### src/rtl/core/khr_pkg.sv
// Shared widths, codes and types of the key hold and repeat event generator.
`default_nettype none

package khr_pkg;

	localparam int MASK_W    = 6;
	localparam int CNT_W     = 8;
	localparam int THR_W     = 7;
	localparam int KEY_IDX_W = 3;
	localparam int KIND_W    = 3;
	localparam int CFG_IDX_W = 1;

	localparam logic [CFG_IDX_W-1:0] CFG_LONG_PRESS    = 1'd0;
	localparam logic [CFG_IDX_W-1:0] CFG_REPEAT_PERIOD = 1'd1;

	localparam logic [THR_W-1:0] LONG_PRESS_RESET    = 7'd10;
	localparam logic [THR_W-1:0] REPEAT_PERIOD_RESET = 7'd5;

	localparam logic [CNT_W-1:0] CNT_MAX = 8'hFF;

	typedef enum logic [KIND_W-1:0] {
		EV_PRESS   = 3'd0,
		EV_LONG    = 3'd1,
		EV_REPEAT  = 3'd2,
		EV_SHORT   = 3'd3,
		EV_RELEASE = 3'd4
	} ev_kind_t;

	// Position of an event among the four slots that one key owns.
	typedef enum logic [1:0] {
		SLOT_PRESS   = 2'd0,
		SLOT_LONGREP = 2'd1,
		SLOT_SHORT   = 2'd2,
		SLOT_RELEASE = 2'd3
	} slot_t;

	typedef struct packed {
		logic press_ev;
		logic lr_ev;
		logic rep_sel;
		logic short_ev;
		logic rel_ev;
	} lane_ev_t;

endpackage

`default_nettype wire

### src/rtl/core/khr_intf.sv
// Channel interfaces of the key hold and repeat event generator.
`default_nettype none

interface khr_frame_if;
	import khr_pkg::*;
	logic              valid;
	logic              ready;
	logic              cmd;
	logic [MASK_W-1:0] pressed_mask;
	logic [MASK_W-1:0] held_mask;
	logic [MASK_W-1:0] released_mask;
	modport source (output valid, cmd, pressed_mask, held_mask, released_mask, input ready);
	modport sink (input valid, cmd, pressed_mask, held_mask, released_mask, output ready);
endinterface

interface khr_event_if;
	import khr_pkg::*;
	logic                 valid;
	logic                 ready;
	logic [KEY_IDX_W-1:0] key_id;
	logic [KIND_W-1:0]    event_kind;
	logic                 last_event;
	modport source (output valid, key_id, event_kind, last_event, input ready);
	modport sink (input valid, key_id, event_kind, last_event, output ready);
endinterface

interface khr_cfg_if;
	import khr_pkg::*;
	logic                 valid;
	logic                 ready;
	logic [CFG_IDX_W-1:0] index;
	logic [THR_W-1:0]     data;
	modport source (output valid, index, data, input ready);
	modport sink (input valid, index, data, output ready);
endinterface

`default_nettype wire

### src/rtl/core/khr_lane.sv
// One key lane: hold counter and the events that one frame causes for that key.
`default_nettype none

module khr_lane (
	input  wire                      clk,
	input  wire                      arst_n,
	input  wire                      frame_en,
	input  wire                      clear,
	input  wire                      pressed,
	input  wire                      held,
	input  wire                      released,
	input  wire  [khr_pkg::THR_W-1:0] long_press,
	input  wire  [khr_pkg::THR_W-1:0] repeat_period,
	output khr_pkg::lane_ev_t        ev
);
	import khr_pkg::*;

	logic [CNT_W-1:0] count_q;
	logic [CNT_W-1:0] c1, c2, c3, c4;
	logic [CNT_W-1:0] long_ext;
	logic [CNT_W:0]   rep_thr;
	logic             hold_act, is_long, is_rep, rel_act, is_short;

	always_comb begin
		long_ext = {1'b0, long_press};
		rep_thr  = {2'b00, long_press} + {2'b00, repeat_period};
		c1       = (pressed && count_q != CNT_MAX) ? count_q + 8'd1 : count_q;
		hold_act = held && (c1 != '0);
		c2       = (hold_act && c1 != CNT_MAX) ? c1 + 8'd1 : c1;
		is_long  = hold_act && (c2 == long_ext);
		is_rep   = hold_act && !is_long && ({1'b0, c2} == rep_thr);
		c3       = is_rep ? long_ext : c2;
		rel_act  = released && (c3 != '0);
		is_short = rel_act && (c3 < long_ext);
		c4       = rel_act ? '0 : c3;
	end

	always_comb begin
		ev.press_ev = frame_en && pressed;
		ev.lr_ev    = frame_en && (is_long || is_rep);
		ev.rep_sel  = is_rep;
		ev.short_ev = frame_en && is_short;
		ev.rel_ev   = frame_en && rel_act;
	end

	always_ff @(posedge clk or negedge arst_n) begin
		if (!arst_n) begin
			count_q <= '0;
		end else if (clear) begin
			count_q <= '0;
		end else if (frame_en) begin
			count_q <= c4;
		end
	end

endmodule

`default_nettype wire

### src/rtl/core/khr_merge.sv
// Event buffer merging the lane results, sent in key order one per cycle unless evt stalls.
`default_nettype none

module khr_merge #(
	parameter int KEYS = 6
) (
	input  wire               clk,
	input  wire               arst_n,
	input  wire               load,
	input  khr_pkg::lane_ev_t lane_ev [KEYS],
	output logic              take_ok,
	khr_event_if.source       evt
);
	import khr_pkg::*;

	localparam int N  = KEYS * 4;
	localparam int KW = (KEYS > 1) ? $clog2(KEYS) : 1;
	localparam int SW = KW + 2;

	logic [N-1:0]    pend_q;
	logic [KEYS-1:0] rep_q;
	logic [N-1:0]    new_pend;
	logic [KEYS-1:0] new_rep;
	logic [N-1:0]    rem;
	logic [SW-1:0]   sel;
	logic [KW-1:0]   key;
	logic            any, pop, rem_empty;
	ev_kind_t        kind;

	logic                 out_valid_q;
	logic [KEY_IDX_W-1:0] out_key_q;
	logic [KIND_W-1:0]    out_kind_q;
	logic                 out_last_q;

	always_comb begin
		for (int k = 0; k < KEYS; k++) begin
			new_pend[4*k+0] = lane_ev[k].press_ev;
			new_pend[4*k+1] = lane_ev[k].lr_ev;
			new_pend[4*k+2] = lane_ev[k].short_ev;
			new_pend[4*k+3] = lane_ev[k].rel_ev;
			new_rep[k]      = lane_ev[k].rep_sel;
		end
	end

	always_comb begin
		sel = '0;
		for (int i = N - 1; i >= 0; i--) begin
			if (pend_q[i]) begin
				sel = SW'(i);
			end
		end
		any       = |pend_q;
		rem       = pend_q & ~(N'(1) << sel);
		rem_empty = (rem == '0);
		pop       = any && (!out_valid_q || evt.ready);
		take_ok   = !any || (pop && rem_empty);
		key       = sel[SW-1:2];
	end

	always_comb begin
		case (slot_t'(sel[1:0]))
			SLOT_PRESS:   kind = EV_PRESS;
			SLOT_LONGREP: kind = rep_q[key] ? EV_REPEAT : EV_LONG;
			SLOT_SHORT:   kind = EV_SHORT;
			SLOT_RELEASE: kind = EV_RELEASE;
			default:      kind = EV_PRESS;
		endcase
	end

	always_ff @(posedge clk or negedge arst_n) begin
		if (!arst_n) begin
			pend_q <= '0;
		end else if (load) begin
			pend_q <= new_pend;
		end else if (pop) begin
			pend_q <= rem;
		end
	end

	always_ff @(posedge clk) begin
		if (load) begin
			rep_q <= new_rep;
		end
	end

	always_ff @(posedge clk or negedge arst_n) begin
		if (!arst_n) begin
			out_valid_q <= 1'b0;
		end else if (pop) begin
			out_valid_q <= 1'b1;
		end else if (evt.ready) begin
			out_valid_q <= 1'b0;
		end
	end

	always_ff @(posedge clk) begin
		if (pop) begin
			out_key_q  <= KEY_IDX_W'(key);
			out_kind_q <= kind;
			out_last_q <= rem_empty;
		end
	end

	assign evt.valid      = out_valid_q;
	assign evt.key_id     = out_key_q;
	assign evt.event_kind = out_kind_q;
	assign evt.last_event = out_last_q;

endmodule

`default_nettype wire

### src/rtl/core/key_hold_repeat_event_generator_unit.sv
// Top level of the key hold and repeat event generator.
//
//   channel  role     handshake      payload
//   frame    sink     valid/ready    cmd, pressed_mask, held_mask, released_mask
//   evt      source   valid/ready    key_id, event_kind, last_event
//   cfg      sink     valid/ready    index, data (always ready)
//
// All key lanes update their counters in the cycle an unskipped data frame is accepted.
// The events of a frame leave through the merge buffer and output register one per cycle.
// A frame holds the buffer until its last event moves out; one with none leaves it empty.
// The next frame is taken when the buffer is empty or in the cycle its last event moves out.
// A stalled evt channel holds the output register and the buffer with its pending events.
// Reset clears all counters and the skip flag and sets the thresholds to 10 and 5.
`default_nettype none

module key_hold_repeat_event_generator_unit #(
	parameter int KEYS = 6
) (
	input  wire         clk,
	input  wire         arst_n,
	khr_frame_if.sink   frame,
	khr_event_if.source evt,
	khr_cfg_if.sink     cfg
);
	import khr_pkg::*;

	logic [THR_W-1:0] long_press_q;
	logic [THR_W-1:0] repeat_period_q;
	logic             skip_q;
	logic             take_ok;
	logic             accept, frame_en, clear;
	lane_ev_t         lane_ev [KEYS];

	assign frame.ready = take_ok;
	assign cfg.ready   = 1'b1;
	assign accept      = frame.valid && take_ok;
	assign clear       = accept && frame.cmd;
	assign frame_en    = accept && !frame.cmd && !skip_q;

	always_ff @(posedge clk or negedge arst_n) begin
		if (!arst_n) begin
			long_press_q    <= LONG_PRESS_RESET;
			repeat_period_q <= REPEAT_PERIOD_RESET;
		end else if (cfg.valid) begin
			if (cfg.index == CFG_LONG_PRESS) begin
				long_press_q <= cfg.data;
			end
			if (cfg.index == CFG_REPEAT_PERIOD) begin
				repeat_period_q <= cfg.data;
			end
		end
	end

	always_ff @(posedge clk or negedge arst_n) begin
		if (!arst_n) begin
			skip_q <= 1'b0;
		end else if (accept) begin
			skip_q <= frame.cmd;
		end
	end

	for (genvar k = 0; k < KEYS; k++) begin : g_lane
		logic p_bit, h_bit, r_bit;
		if (k < MASK_W) begin : g_bits
			assign p_bit = frame.pressed_mask[k];
			assign h_bit = frame.held_mask[k];
			assign r_bit = frame.released_mask[k];
		end else begin : g_none
			assign p_bit = 1'b0;
			assign h_bit = 1'b0;
			assign r_bit = 1'b0;
		end

		khr_lane u_lane (
			.clk           (clk),
			.arst_n        (arst_n),
			.frame_en      (frame_en),
			.clear         (clear),
			.pressed       (p_bit),
			.held          (h_bit),
			.released      (r_bit),
			.long_press    (long_press_q),
			.repeat_period (repeat_period_q),
			.ev            (lane_ev[k])
		);
	end

	khr_merge #(
		.KEYS (KEYS)
	) u_merge (
		.clk     (clk),
		.arst_n  (arst_n),
		.load    (frame_en),
		.lane_ev (lane_ev),
		.take_ok (take_ok),
		.evt     (evt)
	);

endmodule

`default_nettype wire
### src/flat_wrapper.sv
// flat-port wrapper written by rule: the top's interface ports become plain ports
module key_hold_repeat_event_generator_unit_flat import khr_pkg::*;
#(
	parameter int KEYS = 6
)
  (clk, arst_n, frame_valid, frame_cmd, frame_pressed_mask, frame_held_mask, frame_released_mask, frame_ready, evt_valid, evt_key_id, evt_event_kind, evt_last_event, evt_ready, cfg_valid, cfg_index, cfg_data, cfg_ready);
  khr_frame_if frame_i ();
  khr_event_if evt_i ();
  khr_cfg_if cfg_i ();
  input  wire clk;
  input  wire arst_n;
  input wire logic [$bits(frame_i.valid)-1:0] frame_valid;
  input wire logic [$bits(frame_i.cmd)-1:0] frame_cmd;
  input wire logic [$bits(frame_i.pressed_mask)-1:0] frame_pressed_mask;
  input wire logic [$bits(frame_i.held_mask)-1:0] frame_held_mask;
  input wire logic [$bits(frame_i.released_mask)-1:0] frame_released_mask;
  output wire logic [$bits(frame_i.ready)-1:0] frame_ready;
  output wire logic [$bits(evt_i.valid)-1:0] evt_valid;
  output wire logic [$bits(evt_i.key_id)-1:0] evt_key_id;
  output wire logic [$bits(evt_i.event_kind)-1:0] evt_event_kind;
  output wire logic [$bits(evt_i.last_event)-1:0] evt_last_event;
  input wire logic [$bits(evt_i.ready)-1:0] evt_ready;
  input wire logic [$bits(cfg_i.valid)-1:0] cfg_valid;
  input wire logic [$bits(cfg_i.index)-1:0] cfg_index;
  input wire logic [$bits(cfg_i.data)-1:0] cfg_data;
  output wire logic [$bits(cfg_i.ready)-1:0] cfg_ready;
  assign frame_i.valid = frame_valid;
  assign frame_i.cmd = frame_cmd;
  assign frame_i.pressed_mask = frame_pressed_mask;
  assign frame_i.held_mask = frame_held_mask;
  assign frame_i.released_mask = frame_released_mask;
  assign frame_ready = frame_i.ready;
  assign evt_valid = evt_i.valid;
  assign evt_key_id = evt_i.key_id;
  assign evt_event_kind = evt_i.event_kind;
  assign evt_last_event = evt_i.last_event;
  assign evt_i.ready = evt_ready;
  assign cfg_i.valid = cfg_valid;
  assign cfg_i.index = cfg_index;
  assign cfg_i.data = cfg_data;
  assign cfg_ready = cfg_i.ready;
  key_hold_repeat_event_generator_unit #(.KEYS(KEYS)) u_core (.clk(clk), .arst_n(arst_n), .frame(frame_i), .evt(evt_i), .cfg(cfg_i));
endmodule
### config.mk
export PLATFORM = sky130hd
export DESIGN_NAME = key_hold_repeat_event_generator_unit_flat
export DESIGN_NICKNAME = d
export VERILOG_FILES = /design/src/rtl/core/khr_pkg.sv /design/src/rtl/core/khr_intf.sv /design/src/rtl/core/khr_lane.sv /design/src/rtl/core/khr_merge.sv /design/src/rtl/core/key_hold_repeat_event_generator_unit.sv /design/src/flat_wrapper.sv
export SDC_FILE = /design/constraint.sdc
export NUM_CORES = 1
export LEC_CHECK = 0
export BUFFER_PORTS_ARGS = -buffer_cell sky130_fd_sc_hd__clkbuf_2
export CORE_ASPECT_RATIO = 0.9
export CORE_UTILIZATION = 35
export DETAILED_ROUTE_END_ITERATION = 6
export HOLD_SLACK_MARGIN = 0.12
export PLACE_DENSITY = 0.49
export SYNTH_ARGS = -nofsm -noshare
export SYNTH_HDL_FRONTEND = slang
export SYNTH_SLANG_ARGS = --single-unit
### constraint.sdc
create_clock -name clk -period 11.7 [get_ports clk]
set_input_delay 0.585 -clock clk [delete_from_list [all_inputs] [get_ports clk]]
set_output_delay 0.585 -clock clk [all_outputs]
set_load 0.005 [all_outputs]
==> results.cfg, run 1 <==
[run_status]
status = completed

[yosys]
syn_avg_cell_area_um2 = 8.13
yosys.cell_count.top_type = nand2_1
syn_nets = 1729
post_synth_num_cell_types = 128
synth_top_cell_area_share = 0.158
synth_enable_flop_cells = 13
synth_area_mm2 = 0.0133
yosysWarnings = 0
ys_ff_latch = 101
yosys.area.top_type = dfrtp_1
ys_seq_area_frac = 0.195
synth_area_leaders = dfrtp_1 (16%), ha_1 (5.7%), xnor2_1 (5.6%)
synth-async-reset-ratio = 0.871
netlist_instances = 1635
netlist_top_cells_count = nand2_1 (123), nor2_1 (103), o21ai_0 (99)
synth_ff_type = dfrtp_1

[routing]
met1Wirelength_um = 23500
wl_per_cell_um = 23.2
ant_nets = 0
avgViaCountPerCell = 6.45
dr_wl_met2_um = 20800
highest_layer = met4
drt_iter0_markers = 1301
drt-pass1-iter-count = 5
wl_met3_um = 3200
routed_wl_um = 48700
vias = 13600
drc_errors = 0

[clock_tree]
root_buffer = clkbuf_16
htree_levels = 3
hold_buffers = 0
cts_tree = built
max-clock-path-buffers = 2
clock_latency_ns = 0.37
post_cts_buffers = 0
cts_num_sinks = 101
cts_resized = 0
cts_buffers = 9
clk_pin_slew_worst_paths_ns = 0.08

[final_layout]
fillers = 3850
multiInputGateArea_mm2 = 0.00997
final_nets = 1709
antenna-diode-count = 0
regArea_mm2 = 0.00260
drive_above_1_share = 0.133
syn2layout_area_growth_pct = 6.00

[global_routing]
grt_use_total = 0.246
antenna_found_initial = 0
grt_pass1_vias = 12500
grt_max_degree = 52
grt_pass1_wl_um = 75200
grt_overflow = 0

[placement]
dpl.hpwl_um = 36200
place.gp.congestion = 0.936
io_buffers = 40
place_ws_ns = 5.15

[sta]
slew_headroom = 0.144
period_share = 0.573
period_needed_ns = 6.71
holdWs_ns = 0.233
rsz0062_at_grt = false
worst_slack_ns = 4.99
final_hold_viol_count = 0
finalClockSkew_ns = 0.0172
drv_slew = 0
fin_tns_setup_ns = 0
fmax_ghz = 0.149
setup-violations-final = 0
tightest_slew_ns = 1.27

[setup_path]
required_ns = 12.00
worst_setup_path_start_kind = register
critPathKind = reg2reg
cp_slowest_cell = mux2i_1
crit_top_cell = ha_1
arrival_ns = 7.01
worstPathCellList = ha_1 > nand4_1 > o21ai_1 > mux2i_1 > inv_1 > ha_1 > inv_1 > a2111oi_4 > nor4_2 > xor2_1 > a221oi_1 > nand2_1 > nor3_4 > mux2_2 > ha_1 > a211oi_1 > nand3_1 > o21ai_0 > o21ai_0 > or4b_1 > o21ai_1
crit_path_max_incr_delay_ns = 0.65
timing.critical_path.fanout_max = 10
cp-end-kind = register

[job]
cap_violations = 0

[floorplan]
initial_core_util = 0.356
dieWidth_um = 207
core_mm2 = 0.0373
core.rowCount = 67
die_area_mm2 = 0.0388
io_pins = 42
die_h_um = 187

[min_path]
hold_class = in2async

[pwr]
p_leak_nw = 5.47
ir_drop_mv = 0.0824
p_total_mw = 2.69
powerDensity_mw_per_mm2 = 191
## kinds of logic after synthesis
logic type,synth area share
AOI/OAI and AO/OA,0.291
xor gates and xnor gates,0.0781
adders and majority gates,0.0589
buffers and inverters,0.0560
DFF,0.195
muxes,0.0673
other,0.000282
and+or+nand+nor,0.253
## per-stage QoR
step	instances	instance area [um^2]	utilization
global placement	2087	13800	0.370
detailed placement	2087	13800	0.370
finish	2103	14100	0.378
global route	2103	14100	0.378
floorplan	1635	13300	-
CTS	2103	14100	0.378
## layer usage
metal | GRT usage | up-vias
li1 | - | 6299
met1 | 0.363 | 6615
met2 | 0.372 | 560
met3 | 0.0337 | 95
met4 | 0.0663 | 0
met5 | 0 | -
## report_power, final
group	leakage (nW)	internal, mW	switching (mW)
combinational	4.02	0.649	1.17
clock	0.139	0.155	0.158
sequential	1.30	0.440	0.112
## area by class of cell
| type | count | share of cell area |
|---|---|---|
| clock buffers | 10 | 0.0170 |
| multi-input cells | 1375 | 0.708 |
| repair buffers | 62 | 0.0261 |
| clock inverters | 6 | 0.00391 |
| flip-flops and latches | 101 | 0.184 |
| inverters | 66 | 0.0178 |
| well taps | 483 | 0.0429 |
## cell usage in the layout (no fill, tap or decap), types with 15 or more instances in the layout
cell type | Yosys | final
mux2i_1 | 32 | 32
nand2b_1 | 22 | 22
o31ai_1 | 28 | 28
nor3_1 | 48 | 48
buf_4 | 8 | 23
inv_1 | 60 | 60
a22o_1 | 16 | 16
ha_1 | 61 | 61
o21a_1 | 15 | 15
a31oi_1 | 22 | 22
a21oi_1 | 78 | 78
a32o_1 | 30 | 30
xor2_1 | 26 | 26
o211ai_1 | 23 | 23
xnor2_1 | 85 | 85
nand2_1 | 123 | 123
mux2_2 | 51 | 51
and4_1 | 16 | 16
nand3_1 | 56 | 56
and2_1 | 21 | 21
nor4_1 | 34 | 34
and3_1 | 30 | 30
nor2_1 | 103 | 103
dfrtp_1 | 84 | 84
clkbuf_2 | 3 | 39
nand4_1 | 40 | 40
o21ai_0 | 99 | 99
## critical path, delay by kind of cell (launching register included)
family	cells	cell delay, ns
flops	1	0.46
mux	2	1.07
compound gates	7	1.57
buf+inv	2	0.31
xor+xnor	1	0.23
fa+ha+maj	3	0.97
simple gates	6	2.02
## flip-flops by register name, indices dropped and copies added (netlist names)
| register | count |
|---|---|
| u_core.u_merge.evt.event_kind | 3 |
| u_core.repeat_period_q | 7 |
| u_core.u_merge.pend_q | 24 |
| u_core.skip_q | 1 |
| u_core.g_lane.u_lane.count_q | 48 |
| u_core.u_merge.evt.valid | 1 |
| u_core.u_merge.evt.key_id | 3 |
| u_core.long_press_q | 7 |
| u_core.u_merge.rep_q | 6 |
| u_core.u_merge.evt.last_event | 1 |
## final timing paths
path                                                 endpoint                                from  slack, ns  cells after the start
min in group clk                       u_core.long_press_q[3]                         cfg_data[3]       0.43                      3
max in group asynchronous           u_core.u_merge.pend_q[10]                              arst_n      10.35                      2
max reg2reg                          u_core.u_merge.pend_q[6]  u_core.g_lane[1].u_lane.count_q[0]       4.99                     21
max                                  u_core.u_merge.pend_q[6]  u_core.g_lane[1].u_lane.count_q[0]       4.99                     21
min reg2reg                         u_core.repeat_period_q[6]           u_core.repeat_period_q[6]       0.53                      1
min                        u_core.g_lane[5].u_lane.count_q[0]                              arst_n       0.23                      1
Power figures use the tool's default switching activity.
==> run 2: changes to the inputs <==
Settings changed: PLACE_DENSITY 0.49 to 0.51.
Clock period 11.7 ns to 5.6 ns, I/O delays scaled along.
==> results.cfg, run 2 (synthesis gave the netlist of run 1 again) <==
[global_routing]
grt_overflow = 0
grt_use_met3 = 0.0393
grt_pass1_wl_um = 78800
antenna_found_initial = 1
grt_use_met1 = 0.377
grt_pass1_vias = 13200
grt_use_total = 0.260
grt_use_met2 = 0.392
grt_max_degree = 66
grt.busiest_layer = met2

[clock_tree]
root_buffer = clkbuf_16
clock_latency_ns = 0.39
clk_pin_slew_worst_paths_ns = 0.08
cts_num_sinks = 101
cts_buffers = 9
max-clock-path-buffers = 2
htree_levels = 3
cts_tree = built

[final_layout]
syn2layout_area_growth_pct = 17.2
largest_register_ff_count = 48
finalCoreUtilization = 0.418
drive_above_1_share = 0.230
top_regs = u_core.g_lane.u_lane.count_q x48, u_core.u_merge.pend_q x24
most-common-layout-cells = buf_4 (162), nand2_1 (122), nor2_1 (103), o21ai_0 (93), xnor2_1 (84)
fillers = 3733
layout_commonest_cell = buf_4
final_area_mm2 = 0.0156
final_nets = 1859
largest_register = u_core.g_lane.u_lane.count_q

[routing]
drt-pass1-iter-count = 6
avgViaCountPerCell = 6.32
vias = 14200
routed_wl_um = 51200
wl_per_cell_um = 22.7
drt_iter0_markers = 1472
ant_nets = 0
drc_errors = 0

[floorplan]
die_area_mm2 = 0.0388
io_pins = 42
die_h_um = 187
dieWidth_um = 207
initial_core_util = 0.356
core.rowCount = 67
core_mm2 = 0.0373

[pwr]
p_total_mw = 6.07
ir_drop_mv = 0.253
powerDensity_mw_per_mm2 = 390
p_leak_nw = 6.24

[run_status]
status = completed

[setup_path]
cp-end-kind = register
required_ns = 5.92
arrival_ns = 5.74
worst_setup_path_start_kind = register
critPathKind = reg2reg
timing.critical_path.fanout_max = 7

[sta]
period_share = 0.967
worst_slack_ns = 0.183
final_hold_viol_count = 0
setup-violations-final = 0
finalClockSkew_ns = 0.0157
slew_headroom = 0.224
holdWs_ns = 0.133
drv_slew = 0
period_needed_ns = 5.42
fmax_ghz = 0.185
tightest_slew_ns = 1.15

[placement]
placed_area_mm2 = 0.0146
io_buffers = 40
dpl.hpwl_um = 38400
place.gp.congestion = 0.961
place_ws_ns = -0.0179

[min_path]
hold_class = in2reg

[job]
cap_violations = 0
## run 2: changes by cell type in the layout (fill, tap and decap cells not counted), sizes merged
cell         previous run  this run
inv                    66        67
buf                    23       166
a2111oi                 6         7
diode                   0         1
dlygate4sd3             0         6
bufinv                  0         1
clkinvlp                2         0
## run 2: critical path: stages, from the launching register on
cell	delay (ns)
dfrtp_1	0.40
ha_2	0.20
buf_4	0.16
and3_1	0.25
o211ai_1	0.29
a32oi_2	0.23
or4b_4	0.58
nor4_2	0.21
xor2_1	0.16
buf_4	0.17
a221oi_4	0.28
nand2_1	0.16
nor3_4	0.27
mux2_2	0.40
ha_1	0.28
o21a_1	0.17
o211ai_1	0.21
a21oi_2	0.11
o2111ai_2	0.08
o21ai_1	0.09
or4b_1	0.52
o21ai_1	0.14
## run 2: report_power, final
group / switching (mW) / total [mW] / internal (mW)
sequential: 0.186 / 1.11 / 0.922
clock: 0.333 / 0.689 / 0.356
combinational: 2.63 / 4.27 / 1.64
total: 3.15 / 6.07 / 2.92
## run 2: path summary, 6_finish.rpt
| check | start | endpoint | slack, ns | depth (start not counted) |
|---|---|---|---|---|
| max | u_core.g_lane[1].u_lane.count_q[1] | u_core.u_merge.pend_q[6] | 0.18 | 21 |
| min | cfg_data[2] | u_core.long_press_q[2] | 0.13 | 3 |
| max reg2reg | u_core.g_lane[1].u_lane.count_q[1] | u_core.u_merge.pend_q[6] | 0.18 | 21 |
| min reg2reg | u_core.repeat_period_q[3] | u_core.repeat_period_q[3] | 0.54 | 1 |
| max in group asynchronous | arst_n | u_core.g_lane[2].u_lane.count_q[5] | 4.00 | 3 |
| min in group asynchronous | arst_n | u_core.u_merge.pend_q[22] | 0.35 | 2 |
## run 2: metal layers
| metal | up-vias | part of all wire |
|---|---|---|
| met3 | 114 | 0.065 |
| li1 | 6620 | - |
| met2 | 627 | 0.43 |
| met5 | - | 0 |
| met1 | 6882 | 0.47 |
| met4 | 0 | 0.033 |
## run 2: what timing repair did
action | 4_1_cts | 5_1_grt
setup endpoints to repair | 1 | 6
pin swaps | 0 | 40
gates cloned | 0 | 2
hold endpoints to repair | 28 | 0
hold buffers | 6 | 0
setup buffers | 0 | 37
gates resized for setup | 4 | 61
## run 2: per-stage QoR
stage,cells,setup TNS (ns)
6_report,2254,0
5_1_grt,2253,-0.121
4_1_cts,2215,0
3_5_place_dp,2193,-0.0179
3_3_place_gp,2193,0
2_1_floorplan,1635,0
## run 2: layout make-up
cell class                 instances  area (um^2)  share of cell area
antenna                            1         2.50            0.000161
clock buffer                      10          229              0.0147
clock inverter                     6         76.3             0.00490
inverter                          66          250              0.0161
multi-input combinational       1376        10300               0.661
sequential                       101         2610               0.167
tap                              483          604              0.0388
timing repair buffer             211         1520              0.0975
==> run 3: changes to the inputs <==
Settings changed: CORE_MARGIN from default to 4, SKIP_LAST_GASP from default to 1.
==> results.cfg, run 3 (synthesis gave the netlist of run 1 again) <==
[routing]
drt-pass1-iter-count = 7
vias = 14100
drc_errors = 0
drt_iter0_markers = 1380
highest_layer = met4
wl_per_cell_um = 22.5
avgViaCountPerCell = 6.26
met1Wirelength_um = 23300
ant_nets = 0
routed_wl_um = 50700
dr_wl_met2_um = 22000
wl_met3_um = 3740

[setup_path]
worstRegToRegCells = 21
worst_setup_path_start_kind = register
critPathKind = reg2reg
r2r_slack_ns = 0.13
rr_endpoint = u_core.u_merge.pend_q[6]
reg2reg_from = u_core.g_lane[1].u_lane.count_q[0]
required_ns = 5.90
timing.critical_path.fanout_max = 7
cp-end-kind = register
arrival_ns = 5.78

[floorplan]
die_h_um = 193
initial_core_util = 0.355
dieWidth_um = 213
die_area_mm2 = 0.0412
core.rowCount = 67
core_mm2 = 0.0374
io_pins = 42

[final_layout]
finalCoreUtilization = 0.418
final_nets = 1858
most-common-layout-cells = buf_4 (164), nand2_1 (122), nor2_1 (103), o21ai_0 (94), xnor2_1 (85)
largest_register = u_core.g_lane.u_lane.count_q
syn2layout_area_growth_pct = 17.6
finalNonFillerCells = 2253
drive_above_1_share = 0.232
top_regs = u_core.g_lane.u_lane.count_q x48, u_core.u_merge.pend_q x24
fillers = 3771
layout_commonest_cell = buf_4
largest_register_ff_count = 48

[pwr]
ir_drop_mv = 0.237
p_leak_nw = 6.24
p_comb_frac = 0.699
powerDensity_mw_per_mm2 = 391
power_switching_mw = 3.11
p_int_mw = 3.01
clkPwrFrac = 0.121
seq_power_share = 0.180
netSwitchingFraction = 0.508

[clock_tree]
max-clock-path-buffers = 2
cts_tree = built
clk_pin_slew_worst_paths_ns = 0.08
cts_num_sinks = 101
clock_latency_ns = 0.37
root_buffer = clkbuf_16
cts_buffers = 9
htree_levels = 3

[sta]
finalClockSkew_ns = 0.0155
final_hold_viol_count = 0
setup-violations-final = 0
period_share = 0.977
fmax_ghz = 0.183
worst_slack_ns = 0.128
fin_tns_setup_ns = 0
drv_slew = 0
slew_headroom = 0.234
rsz0062_at_grt = true
tightest_slew_ns = 1.14
period_needed_ns = 5.47

[job]
cap_violations = 0

[global_routing]
grt_overflow = 0
grt_use_total = 0.239
grt_max_degree = 49
grt_pass1_vias = 13200
grt_pass1_wl_um = 77400
antenna_found_initial = 0

[placement]
place.gp.congestion = 0.937
io_buffers = 40
place_ws_ns = -0.0449
dpl.hpwl_um = 38000
place_inst = 2200

[min_path]
hold_class = in2reg
holdPathStages = 3
hold_end = u_core.long_press_q[2]
hp-start = cfg_data[2]

[run_status]
status = completed
## run 3: cell count changes in the layout (fill, tap and decap cells not counted), sizes merged
| cell | before | now |
|---|---|---|
| dlygate4sd3 | 6 | 3 |
| buf | 166 | 168 |
| bufinv | 1 | 3 |
| clkinvlp | 0 | 1 |
| inv | 67 | 63 |
| clkinv | 4 | 5 |
## run 3: power groups by stage
| stage | Combinational (mW) | Sequential [mW] | Clock (mW) |
|---|---|---|---|
| 2_1_floorplan | 2.72 | 1.05 | 0 |
| 3_3_place_gp | 4.05 | 1.10 | 0 |
| 3_5_place_dp | 4.03 | 1.10 | 0 |
| 4_1_cts | 4.07 | 1.09 | 0.759 |
| 5_1_grt | 4.64 | 1.12 | 0.787 |
| 6_report | 4.27 | 1.10 | 0.739 |
## run 3: area by class of cell
class | count | area (um^2) | area share
Timing Repair Buffer | 210 | 1520 | 0.0972
Tap cell | 483 | 604 | 0.0387
Clock inverter | 6 | 111 | 0.00713
Clock buffer | 10 | 229 | 0.0147
Antenna cell | 1 | 2.50 | 0.000160
Inverter | 66 | 250 | 0.0160
Sequential cell | 101 | 2600 | 0.167
Multi-Input combinational cell | 1376 | 10300 | 0.660
## run 3: what timing repair did
item,in CTS,in global routing
gates resized for setup,3,66
setup buffers,1,31
hold buffers,3,0
hold endpoints to repair,38,0
pin swaps,1,27
endpoints found under the setup margin,3,6
gates cloned,1,0
## run 3: through the flow
| step | instance area [um^2] | hold WS (ns) | power (mW) |
|---|---|---|---|
| after floorplan | 13300 | -0.0156 | 3.77 |
| after global placement | 14700 | 0.352 | 5.15 |
| after detailed placement | 14700 | 0.355 | 5.13 |
| after CTS | 15100 | 0.126 | 5.92 |
| after global routing | 15600 | 0.148 | 6.55 |
| final | 15600 | 0.140 | 6.11 |
## run 3: critical path: stages, from the launching register on
cell,delay [ns]
dfrtp_1,0.40
ha_2,0.19
buf_4,0.15
and3_2,0.25
o211ai_1,0.31
a32oi_2,0.22
or4b_4,0.57
mux2_2,0.25
o2111ai_1,0.09
a21oi_1,0.25
nand4_1,0.26
nor3_4,0.37
buf_6,0.16
mux2_2,0.35
ha_1,0.29
o21a_1,0.11
o211ai_1,0.17
a21oi_1,0.12
o2111ai_1,0.10
o21ai_0,0.11
or4b_4,0.52
o21ai_1,0.12
## run 3: routing by layer
metal,vias up,global-route usage
met2,621,0.364
met4,0,0.0699
li1,6625,-
met3,111,0.0439
met1,6750,0.345
met5,-,0
## run 3: worst max path at each step
stage | from | to | slack (ns) | cells after the start
after floorplan | u_core.g_lane[1].u_lane.count_q[0] | u_core.u_merge.pend_q[6] | 0.02 | 22
after global placement | u_core.g_lane[1].u_lane.count_q[1] | u_core.u_merge.pend_q[6] | 0.07 | 23
after detailed placement | u_core.g_lane[5].u_lane.count_q[1] | u_core.u_merge.pend_q[22] | -0.04 | 22
after CTS | u_core.g_lane[1].u_lane.count_q[0] | u_core.u_merge.pend_q[6] | -0.02 | 21
after global routing | u_core.g_lane[1].u_lane.count_q[1] | u_core.u_merge.pend_q[6] | -0.11 | 22
final | u_core.g_lane[1].u_lane.count_q[0] | u_core.u_merge.pend_q[6] | 0.13 | 21
